--- src/hw/rtl/nvrw_pkg.sv ---
// nvrw_pkg: types, codes and constants shared by the NVMe read/write command builder.
// No dependencies; every RTL file of the block refers to it by scoped names.
`default_nettype none

package nvrw_pkg;

    // Page geometry
    localparam int unsigned PAGE_BYTES = 4096;
    localparam int unsigned PAGE_SHIFT = 12;

    // Default sizes handed to the top level
    localparam int unsigned LIST_ENTRIES_DEF = 32;
    localparam int unsigned DESC_DEPTH_DEF   = 2;

    // List entry count field, wide enough for the largest supported list (512)
    localparam int unsigned LIST_CNT_W = 10;

    // Configuration register indexes
    typedef enum logic [2:0] {
        CFG_CONTROLLER_PRESENT = 3'd0,
        CFG_SECTOR_SHIFT       = 3'd1,
        CFG_MAX_SECTORS        = 3'd2,
        CFG_NAMESPACE_ID       = 3'd3,
        CFG_LIST_BASE_ADDR     = 3'd4,
        CFG_ALIAS_BASE         = 3'd5,
        CFG_ALIAS_SIZE         = 3'd6,
        CFG_QUEUE_DEPTH        = 3'd7
    } cfg_reg_e;

    // Result status codes
    typedef enum logic [1:0] {
        ST_OK       = 2'd0,
        ST_BAD_ARGS = 2'd1,
        ST_TOO_LONG = 2'd2
    } status_t;

    // Command opcodes
    localparam logic [1:0] OP_NONE  = 2'd0;
    localparam logic [1:0] OP_WRITE = 2'd1;
    localparam logic [1:0] OP_READ  = 2'd2;

    // Configuration register file
    typedef struct packed {
        logic        controller_present;
        logic [3:0]  sector_shift;
        logic [16:0] max_sectors;
        logic [31:0] namespace_id;
        logic [63:0] list_base_addr;
        logic [63:0] alias_base;
        logic [63:0] alias_size;
        logic [15:0] queue_depth;
    } cfg_t;

    // Input transaction
    typedef struct packed {
        logic        is_write;
        logic [31:0] start_block;
        logic [16:0] block_count;
        logic [63:0] buffer_addr;
    } in_item_t;

    // Result transaction
    typedef struct packed {
        logic [1:0]  status;
        logic        is_list_entry;
        logic [63:0] list_entry;
        logic [1:0]  opcode;
        logic [15:0] command_id;
        logic [31:0] command_namespace;
        logic [31:0] command_block;
        logic [15:0] count_minus_one;
        logic [63:0] prp_first;
        logic [63:0] prp_second;
        logic [15:0] doorbell_tail;
        logic        last;
    } out_item_t;

    // Classified request handed from front to back
    typedef struct packed {
        status_t                 status;
        logic                    is_write;
        logic [31:0]             start_block;
        logic [15:0]             count_minus_one;
        logic [63:0]             prp_first;
        logic [63:0]             prp_second;
        logic [63:0]             first_entry;
        logic [LIST_CNT_W-1:0]   n_entries;
    } desc_t;

    // Front state machine
    typedef enum logic [1:0] {
        F_IDLE,
        F_XLATE,
        F_CLASS,
        F_PUSH
    } front_state_t;

    // Back state machine
    typedef enum logic [1:0] {
        B_IDLE,
        B_LIST,
        B_CMD
    } back_state_t;

endpackage

`default_nettype wire

--- src/hw/rtl/nvrw_front.sv ---
// nvrw_front: accepts requests, checks them, translates the buffer address and
// classifies the PRP layout into a descriptor. Depends on nvrw_pkg.
`default_nettype none

module nvrw_front #(
    parameter int unsigned LIST_ENTRIES = nvrw_pkg::LIST_ENTRIES_DEF
) (
    input  wire logic               aclk,
    input  wire logic               aresetn,
    input  wire nvrw_pkg::cfg_t     cfg,
    input  wire logic               s_valid,
    output logic                    s_ready,
    input  wire nvrw_pkg::in_item_t s_data,
    output logic                    push,
    output nvrw_pkg::desc_t         push_data,
    input  wire logic               full
);

    localparam int unsigned CW = nvrw_pkg::LIST_CNT_W;

    nvrw_pkg::front_state_t state_reg, state_next;

    nvrw_pkg::in_item_t in_reg;
    logic [63:0] off_reg;
    logic        bad_reg;
    logic [31:0] len_reg;
    logic [63:0] addr_reg;
    logic [12:0] first_reg;
    logic        over_reg;
    logic [31:0] remain_reg;

    logic        accept;
    logic [31:0] cnt_ext;
    logic [63:0] addr_c;
    logic [12:0] first_c;
    logic [63:0] page0;
    logic [32:0] round_up;
    logic [20:0] pages;
    logic        two_page;
    logic        too_long;

    assign accept = s_valid && s_ready;

    // Next state
    always_comb begin
        state_next = state_reg;
        case (state_reg)
            nvrw_pkg::F_IDLE:  if (s_valid) state_next = nvrw_pkg::F_XLATE;
            nvrw_pkg::F_XLATE: state_next = nvrw_pkg::F_CLASS;
            nvrw_pkg::F_CLASS: state_next = nvrw_pkg::F_PUSH;
            nvrw_pkg::F_PUSH:  if (!full) state_next = nvrw_pkg::F_IDLE;
            default:           state_next = nvrw_pkg::F_IDLE;
        endcase
    end

    // Outputs
    always_comb begin
        s_ready = 1'b0;
        push    = 1'b0;
        case (state_reg)
            nvrw_pkg::F_IDLE: s_ready = 1'b1;
            nvrw_pkg::F_PUSH: push    = !full;
            default: begin
                s_ready = 1'b0;
                push    = 1'b0;
            end
        endcase
    end

    always_ff @(posedge aclk) begin
        if (!aresetn) begin
            state_reg <= nvrw_pkg::F_IDLE;
        end else begin
            state_reg <= state_next;
        end
    end

    // Stage 1: raw window offset, argument checks, byte length.
    // The count is 17 bits and the shift at most 15, so the length always fits 32 bits.
    assign cnt_ext = {15'd0, in_reg.block_count};

    // Stage 2: translated address and bytes left in the first page
    assign addr_c  = (off_reg < cfg.alias_size) ? off_reg : in_reg.buffer_addr;
    assign first_c = 13'(nvrw_pkg::PAGE_BYTES) - {1'b0, addr_c[11:0]};

    always_ff @(posedge aclk) begin
        if (accept) begin
            in_reg <= s_data;
        end
        if (state_reg == nvrw_pkg::F_XLATE) begin
            off_reg <= in_reg.buffer_addr - cfg.alias_base;
            bad_reg <= !cfg.controller_present || (in_reg.buffer_addr == 64'd0) ||
                       (in_reg.block_count == 17'd0) ||
                       (in_reg.block_count > cfg.max_sectors) ||
                       (cfg.queue_depth == 16'd0);
            len_reg <= cnt_ext << cfg.sector_shift;
        end
        if (state_reg == nvrw_pkg::F_CLASS) begin
            addr_reg   <= addr_c;
            first_reg  <= first_c;
            over_reg   <= len_reg > {19'd0, first_c};
            remain_reg <= len_reg - {19'd0, first_c};
        end
    end

    // Stage 3: PRP layout and descriptor
    assign page0    = addr_reg + {51'd0, first_reg};
    assign round_up = {1'b0, remain_reg} + 33'(nvrw_pkg::PAGE_BYTES - 1);
    assign pages    = round_up[32:nvrw_pkg::PAGE_SHIFT];
    assign two_page = remain_reg <= 32'(nvrw_pkg::PAGE_BYTES);
    assign too_long = pages > 21'(LIST_ENTRIES);

    always_comb begin
        push_data                 = '0;
        push_data.is_write        = in_reg.is_write;
        push_data.start_block     = in_reg.start_block;
        push_data.count_minus_one = 16'(in_reg.block_count - 17'd1);
        push_data.prp_first       = addr_reg;
        push_data.first_entry     = page0;
        push_data.status          = nvrw_pkg::ST_OK;
        if (bad_reg) begin
            push_data.status = nvrw_pkg::ST_BAD_ARGS;
        end else if (over_reg && !two_page && too_long) begin
            push_data.status = nvrw_pkg::ST_TOO_LONG;
        end
        if (!over_reg) begin
            push_data.prp_second = 64'd0;
        end else if (two_page) begin
            push_data.prp_second = page0;
        end else begin
            push_data.prp_second = cfg.list_base_addr;
            push_data.n_entries  = pages[CW-1:0];
        end
    end

endmodule

`default_nettype wire

--- src/hw/rtl/nvrw_fifo.sv ---
// nvrw_fifo: short descriptor queue between the front and back sections.
// Depends on nvrw_pkg for the descriptor type.
`default_nettype none

module nvrw_fifo #(
    parameter int unsigned DEPTH = nvrw_pkg::DESC_DEPTH_DEF
) (
    input  wire logic            aclk,
    input  wire logic            aresetn,
    input  wire logic            push,
    input  wire nvrw_pkg::desc_t push_data,
    output logic                 full,
    input  wire logic            pop,
    output nvrw_pkg::desc_t      pop_data,
    output logic                 empty
);

    localparam int unsigned PW = (DEPTH > 1) ? $clog2(DEPTH) : 1;
    localparam int unsigned NW = $clog2(DEPTH + 1);
    localparam logic [PW-1:0] LAST_PTR = PW'(DEPTH - 1);

    nvrw_pkg::desc_t mem_reg [DEPTH];
    logic [PW-1:0] wr_ptr_reg, rd_ptr_reg;
    logic [NW-1:0] count_reg;
    logic do_push, do_pop;

    assign full     = count_reg == NW'(DEPTH);
    assign empty    = count_reg == '0;
    assign do_push  = push && !full;
    assign do_pop   = pop && !empty;
    assign pop_data = mem_reg[rd_ptr_reg];

    // Storage
    always_ff @(posedge aclk) begin
        if (do_push) begin
            mem_reg[wr_ptr_reg] <= push_data;
        end
    end

    // Pointers and occupancy
    always_ff @(posedge aclk) begin
        if (!aresetn) begin
            wr_ptr_reg <= '0;
            rd_ptr_reg <= '0;
            count_reg  <= '0;
        end else begin
            if (do_push) begin
                wr_ptr_reg <= (wr_ptr_reg == LAST_PTR) ? '0 : wr_ptr_reg + 1'b1;
            end
            if (do_pop) begin
                rd_ptr_reg <= (rd_ptr_reg == LAST_PTR) ? '0 : rd_ptr_reg + 1'b1;
            end
            if (do_push && !do_pop) begin
                count_reg <= count_reg + 1'b1;
            end else if (do_pop && !do_push) begin
                count_reg <= count_reg - 1'b1;
            end
        end
    end

endmodule

`default_nettype wire

--- src/hw/rtl/nvrw_back.sv ---
// nvrw_back: emits PRP list entries and then the command (or a rejection) for each
// descriptor, and owns the submission tail. Depends on nvrw_pkg.
`default_nettype none

module nvrw_back (
    input  wire logic            aclk,
    input  wire logic            aresetn,
    input  wire nvrw_pkg::cfg_t  cfg,
    output logic                 pop,
    input  wire nvrw_pkg::desc_t pop_data,
    input  wire logic            empty,
    output logic                 m_valid,
    input  wire logic            m_ready,
    output nvrw_pkg::out_item_t  m_data
);

    localparam int unsigned CW = nvrw_pkg::LIST_CNT_W;

    nvrw_pkg::back_state_t state_reg, state_next;

    nvrw_pkg::desc_t     cur_reg;
    logic [CW-1:0]       idx_reg;
    logic [63:0]         entry_addr_reg;
    logic [15:0]         tail_reg;
    logic                m_valid_reg;
    nvrw_pkg::out_item_t m_data_reg;

    logic                out_free;
    logic                emit;
    logic [15:0]         tail_inc;
    logic [15:0]         tail_new;
    nvrw_pkg::out_item_t result;

    assign out_free = !m_valid_reg || m_ready;
    assign m_valid  = m_valid_reg;
    assign m_data   = m_data_reg;

    // Tail advance with wrap at the queue depth
    assign tail_inc = tail_reg + 16'd1;
    assign tail_new = (tail_inc >= cfg.queue_depth) ? 16'd0 : tail_inc;

    // Next state
    always_comb begin
        state_next = state_reg;
        case (state_reg)
            nvrw_pkg::B_IDLE: begin
                if (!empty) begin
                    if (pop_data.status != nvrw_pkg::ST_OK || pop_data.n_entries == '0) begin
                        state_next = nvrw_pkg::B_CMD;
                    end else begin
                        state_next = nvrw_pkg::B_LIST;
                    end
                end
            end
            nvrw_pkg::B_LIST: begin
                if (out_free && idx_reg == cur_reg.n_entries - 1'b1) begin
                    state_next = nvrw_pkg::B_CMD;
                end
            end
            nvrw_pkg::B_CMD: if (out_free) state_next = nvrw_pkg::B_IDLE;
            default:          state_next = nvrw_pkg::B_IDLE;
        endcase
    end

    // Outputs: queue pop, emit strobe and result contents
    always_comb begin
        pop    = 1'b0;
        emit   = 1'b0;
        result = '0;
        case (state_reg)
            nvrw_pkg::B_IDLE: pop = !empty;
            nvrw_pkg::B_LIST: begin
                emit                 = out_free;
                result.is_list_entry = 1'b1;
                result.list_entry    = entry_addr_reg;
            end
            nvrw_pkg::B_CMD: begin
                emit        = out_free;
                result.last = 1'b1;
                if (cur_reg.status != nvrw_pkg::ST_OK) begin
                    result.status = cur_reg.status;
                end else begin
                    result.opcode            = cur_reg.is_write ? nvrw_pkg::OP_WRITE
                                                                : nvrw_pkg::OP_READ;
                    result.command_id        = tail_reg;
                    result.command_namespace = cfg.namespace_id;
                    result.command_block     = cur_reg.start_block;
                    result.count_minus_one   = cur_reg.count_minus_one;
                    result.prp_first         = cur_reg.prp_first;
                    result.prp_second        = cur_reg.prp_second;
                    result.doorbell_tail     = tail_new;
                end
            end
            default: begin
                pop    = 1'b0;
                emit   = 1'b0;
                result = '0;
            end
        endcase
    end

    // Control registers
    always_ff @(posedge aclk) begin
        if (!aresetn) begin
            state_reg   <= nvrw_pkg::B_IDLE;
            tail_reg    <= 16'd0;
            m_valid_reg <= 1'b0;
        end else begin
            state_reg <= state_next;
            if (emit) begin
                m_valid_reg <= 1'b1;
            end else if (m_ready) begin
                m_valid_reg <= 1'b0;
            end
            if (emit && state_reg == nvrw_pkg::B_CMD && cur_reg.status == nvrw_pkg::ST_OK) begin
                tail_reg <= tail_new;
            end
        end
    end

    // Working descriptor, list walk and output register
    always_ff @(posedge aclk) begin
        if (pop) begin
            cur_reg        <= pop_data;
            idx_reg        <= '0;
            entry_addr_reg <= pop_data.first_entry;
        end else if (emit && state_reg == nvrw_pkg::B_LIST) begin
            idx_reg        <= idx_reg + 1'b1;
            entry_addr_reg <= entry_addr_reg + 64'(nvrw_pkg::PAGE_BYTES);
        end
        if (emit) begin
            m_data_reg <= result;
        end
    end

endmodule

`default_nettype wire

--- src/hw/rtl/nvme_rw_command_prp_builder.sv ---
// NVMe read/write command builder with PRP list generation (top level).
// The four-state front section checks a request, translates its buffer address and classifies
// the PRP layout; the descriptor queue holds the result, and the back section then emits one
// result per cycle while m_ready does not stall it: n list entries followed by the command,
// n = 0..LIST_ENTRIES. The front section takes a new request only after pushing the last
// descriptor, and waits while the queue is full. Reset (aresetn low, synchronous) empties the
// queue, zeros the submission tail and loads the configuration registers with their defaults.
`default_nettype none

module nvme_rw_command_prp_builder #(
    parameter int unsigned LIST_ENTRIES = nvrw_pkg::LIST_ENTRIES_DEF,
    parameter int unsigned DESC_DEPTH   = nvrw_pkg::DESC_DEPTH_DEF
) (
    input  wire logic               aclk,
    input  wire logic               aresetn,
    // Configuration writes
    input  wire logic               cfg_valid,
    output logic                    cfg_ready,
    input  wire logic [2:0]         cfg_index,
    input  wire logic [63:0]        cfg_data,
    // Request channel
    input  wire logic               s_valid,
    output logic                    s_ready,
    input  wire nvrw_pkg::in_item_t s_data,
    // Result channel
    output logic                    m_valid,
    input  wire logic               m_ready,
    output nvrw_pkg::out_item_t     m_data
);

    nvrw_pkg::cfg_t  cfg_reg;
    logic            q_push, q_pop, q_full, q_empty;
    nvrw_pkg::desc_t q_push_data, q_pop_data;

    assign cfg_ready = 1'b1;

    // Configuration register file
    always_ff @(posedge aclk) begin
        if (!aresetn) begin
            cfg_reg.controller_present <= 1'b0;
            cfg_reg.sector_shift       <= 4'd9;
            cfg_reg.max_sectors        <= 17'd1;
            cfg_reg.namespace_id       <= 32'd0;
            cfg_reg.list_base_addr     <= 64'd0;
            cfg_reg.alias_base         <= 64'd0;
            cfg_reg.alias_size         <= 64'd0;
            cfg_reg.queue_depth        <= 16'd32;
        end else if (cfg_valid) begin
            case (nvrw_pkg::cfg_reg_e'(cfg_index))
                nvrw_pkg::CFG_CONTROLLER_PRESENT: cfg_reg.controller_present <= cfg_data[0];
                nvrw_pkg::CFG_SECTOR_SHIFT:       cfg_reg.sector_shift       <= cfg_data[3:0];
                nvrw_pkg::CFG_MAX_SECTORS:        cfg_reg.max_sectors        <= cfg_data[16:0];
                nvrw_pkg::CFG_NAMESPACE_ID:       cfg_reg.namespace_id       <= cfg_data[31:0];
                nvrw_pkg::CFG_LIST_BASE_ADDR:     cfg_reg.list_base_addr     <= cfg_data;
                nvrw_pkg::CFG_ALIAS_BASE:         cfg_reg.alias_base         <= cfg_data;
                nvrw_pkg::CFG_ALIAS_SIZE:         cfg_reg.alias_size         <= cfg_data;
                nvrw_pkg::CFG_QUEUE_DEPTH:        cfg_reg.queue_depth        <= cfg_data[15:0];
                default:                          cfg_reg <= cfg_reg;
            endcase
        end
    end

    // Request checking and classification
    nvrw_front #(
        .LIST_ENTRIES (LIST_ENTRIES)
    ) u_front (
        .aclk      (aclk),
        .aresetn   (aresetn),
        .cfg       (cfg_reg),
        .s_valid   (s_valid),
        .s_ready   (s_ready),
        .s_data    (s_data),
        .push      (q_push),
        .push_data (q_push_data),
        .full      (q_full)
    );

    // Descriptor queue
    nvrw_fifo #(
        .DEPTH (DESC_DEPTH)
    ) u_fifo (
        .aclk      (aclk),
        .aresetn   (aresetn),
        .push      (q_push),
        .push_data (q_push_data),
        .full      (q_full),
        .pop       (q_pop),
        .pop_data  (q_pop_data),
        .empty     (q_empty)
    );

    // List and command emission
    nvrw_back u_back (
        .aclk     (aclk),
        .aresetn  (aresetn),
        .cfg      (cfg_reg),
        .pop      (q_pop),
        .pop_data (q_pop_data),
        .empty    (q_empty),
        .m_valid  (m_valid),
        .m_ready  (m_ready),
        .m_data   (m_data)
    );

endmodule

`default_nettype wire

--- config.mk ---
export PLATFORM = sky130hd
export DESIGN_NAME = nvme_rw_command_prp_builder
export DESIGN_NICKNAME = d
export VERILOG_FILES = /design/src/hw/rtl/nvrw_pkg.sv /design/src/hw/rtl/nvrw_front.sv /design/src/hw/rtl/nvrw_fifo.sv /design/src/hw/rtl/nvrw_back.sv /design/src/hw/rtl/nvme_rw_command_prp_builder.sv
export SDC_FILE = /design/constraint.sdc
export NUM_CORES = 2
export LEC_CHECK = 0
export BUFFER_PORTS_ARGS = -buffer_cell sky130_fd_sc_hd__buf_2
export CAP_MARGIN = 30
export CORE_UTILIZATION = 55
export DETAILED_ROUTE_END_ITERATION = 10
export PLACE_DENSITY_LB_ADDON = 0.2
export RECOVER_POWER = 25
export SYNTH_ARGS = -nofsm -noshare
export SYNTH_HDL_FRONTEND = slang
export SYNTH_SLANG_ARGS = --single-unit
--- constraint.sdc ---
create_clock -name aclk -period 11.8 [get_ports aclk]
set_input_delay 0.59 -clock aclk [delete_from_list [all_inputs] [get_ports aclk]]
set_output_delay 0.59 -clock aclk [all_outputs]
set_load 0.02 [all_outputs]
==> flow_summary_export.csv <==
group,metric,value,unit
timing,whs,53.74,ps
synth,synth-edff-count,1385,
critical_path,r2r_slack,5400,ps
placed_design,place_ws,5504,ps
routing,post_drt_wl_per_cell,21.94,µm
synth,syn-num-nets,5914,
final_layout,area_growth_syn_to_layout,15.01,%
final_layout,fin_cells,8030,
routing,firstDrtPassIters,5,
synth,syn_inst,5530,
synth,yosysTopAreaCell,"edfxtp_1",
clock_network,clock-root-buffer,"clkbuf_16",
critical_path,cp.required,12510,ps
synth,syn_area,0.07201,mm²
critical_path,path_cells,"clkbuf_1 > clkbuf_1 > buf_4 > a21boi_0",
critical_path,cp.depth,4,
synth,yosysTopAreaCellShare,57.76,%
synth,ys.flop_type,"edfxtp_1",
grt,grt_remaining_overflow,0,
critical_path,cpMaxStageDelayCell,"clkbuf_1",
critical_path,endpoint,"cfg_reg[67]",
routing,drc,0,
floorplan,start_util,55.54,%
routing,vias,44658,
run,drv_cap,12,
clock_network,clk_latency,830,ps
placed_design,dpl.hpwl,119200,µm
critical_path,r2r-start,"u_back.state_reg[0]",
grt,track_usage,26.36,%
clock_network,cts_sinks,1683,
clock_network,numCtsBuffers,172,
floorplan,die_height,363.8,µm
final_layout,drive_gt1_share,16.40,%
grt,grt_max_degree,129,
grt,grt_pass1_wl,262200,µm
timing,rsz0062_at_grt,"no",
final_layout,multi_input_area,0.02269,mm²
critical_path,path_common_cell,"clkbuf_1",
synth,syn_avg_cell_area,13.02,µm²
routing,viasPerCell,5.561,
final_layout,seqCellArea,0.04756,mm²
floorplan,chipWidth,363.8,µm
clock_network,cts_tree,"yes",
critical_path,timing.rr.end,"u_back.entry_addr_reg[20]",
synth,synthTopCellsByCount,"edfxtp_1, nand2_1, and2_1",
synth,yosysMostFrequentCell,"edfxtp_1",
clock_network,clkTransAtPathRegs,60,ps
critical_path,crit_path_max_fanout,108,
critical_path,critPathKind,"in2reg",
timing,fin_crit_sh,61.42,%
power_and_ir_drop,p_total,19.10,mW
synth,async_flop_share,0,%
clock_network,cts_setup_buffers,0,
critical_path,slowest_delay,3410,ps
timing,worst_pin_slew,4986,ps
timing,hold_viol,0,
synth,ys_ff_latch,1683,
floorplan,num_rows,132,
synth,ys_seq_area_share,66.04,%
grt,antenna_found_initial,28,
run_status,status,"finished, violations left",
timing,timing.slew.headroom,-232.4,%
routing,first_iter_violations,3802,
floorplan,core-area,0.1296,mm²
timing,min_period,7247,ps
clock_network,ctsLongestPathBuffers,3,
routing,antenna_left,0,
final_layout,fillerInstances,9944,
placed_design,dp.cells,7587,
timing,setup_viol,0,
routing,finalWirelength,176200,µm
timing,slew_violations,638,
power_and_ir_drop,ir_worst_vdd,0.2615,mV
critical_path,critPathBufInv,3,
timing,finalClockSkew,33.40,ps
clock_network,h-tree-depth,4,
critical_path,cp-end-kind,"flip-flop",
hold_path,hp-class,"in2reg",
synth,synth.distinct_cells,81,
floorplan,io_pins,499,
critical_path,critPathArrivalTime,7960,ps
critical_path,reg2reg_depth,8,
placed_design,place.gp.congestion,0.8998,
final_layout,largest_reg_flops,504,
critical_path,crit_family,"buffers and inverters",
run_status,violations,"max-capacitance violations, max-slew violations",
critical_path,start_kind,"primary input",
floorplan,dieArea,0.1324,mm²
timing,max_freq,138.0,MHz
timing,final.setup.worst_slack,4553,ps
critical_path,startpoint,"aresetn",
synth,ys_warn_count,0,
power_and_ir_drop,power_density,230.6,mW/mm²
final_layout,nets,6511,
timing,setup-tns-final,0,ps
synth,synth_area_leaders,"edfxtp_1, dfxtp_1, mux2_2",
placed_design,port_buffers,496,
power_and_ir_drop,p_leak,29.18,nW
grt,grt_pass1_vias,43152,
[through the flow]
stage	area [µm²]	utilization, %
final	82810	63.87
after global routing	82790	63.86
after CTS	82970	63.99
after detailed placement	76300	58.85
after global placement	76280	58.83
after floorplan	72010	-
[how the worst min path moves through the flow]
stage                                 startpoint                      to  depth (start not counted)
after floorplan           u_front.push_data[218]  u_fifo.mem_reg[0][218]                          0
after global placement    u_front.push_data[219]  u_fifo.mem_reg[1][219]                          0
after detailed placement  u_front.push_data[222]  u_fifo.mem_reg[1][222]                          0
after CTS                           cfg_data[35]            cfg_reg[115]                          3
after global routing                cfg_data[41]            cfg_reg[185]                          3
final                               cfg_data[35]            cfg_reg[115]                          3
[what timing repair did]
item                                   4_1_cts  5_1_grt
hold buffers                               108        0
resized for setup                            0        0
setup endpoints to repair                    0        0
endpoints found under the hold margin      108        0
[report_power, final]
part	switching [mW]	internal (mW)	leakage, nW
logic	3.19	1.61	11.1
clock network	2.28	3.09	2.74
registers	0.641	8.28	15.3
[cell type report]
type                       instances  area share [%]
clock buffer                     238           5.772
multi-input combinational       3372           27.40
sequential                      1683           57.43
tap                             1742           2.632
clock inverter                    85          0.9715
timing repair buffer             656           4.667
inverter                         242           1.098
antenna                           12         0.03626
[worst reg2reg max path, cell delays in order (launching register included)]
cell and delay [ps]:
dfxtp_1 350, inv_1 70, ha_1 240, o21ai_0 150
clkinvlp_2 2960, buf_4 1440, buf_4 540, nor2_1 300
a21oi_1 60
[placed cells by master, fill, tap and decap left out, types with 123 or more instances in the layout]
master / count
edfxtp_1: 1385
nand2_1: 730
buf_2: 432
dfxtp_1: 298
a21boi_0: 266
mux2_2: 249
and2_1: 243
inv_1: 238
nor2_1: 231
ha_1: 195
xnor2_1: 186
clkbuf_16: 178
a21oi_1: 162
o21ai_0: 144
clkbuf_1: 123
[logic make-up (layout without fill, tap and decap cells)]
logic type	after synthesis	count (layout)	synth area share, %
simple gates	1698	1698	11.24
fa+ha+maj	198	198	3.472
other cells	2	14	0.01043
compound gates	848	848	8.047
mux	351	351	5.340
flops	1683	1683	66.04
xor+xnor	275	275	3.345
buf+inv	475	1221	2.500
[layer usage]
layer | wire length (µm) | GRT usage (%)
met1 | 76280 | 36.51
met2 | 84300 | 43.03
met3 | 11290 | 4.265
met4 | 4161 | 7.562
met5 | 167 | 0
Note: power is estimated with default switching activity, not from simulation.
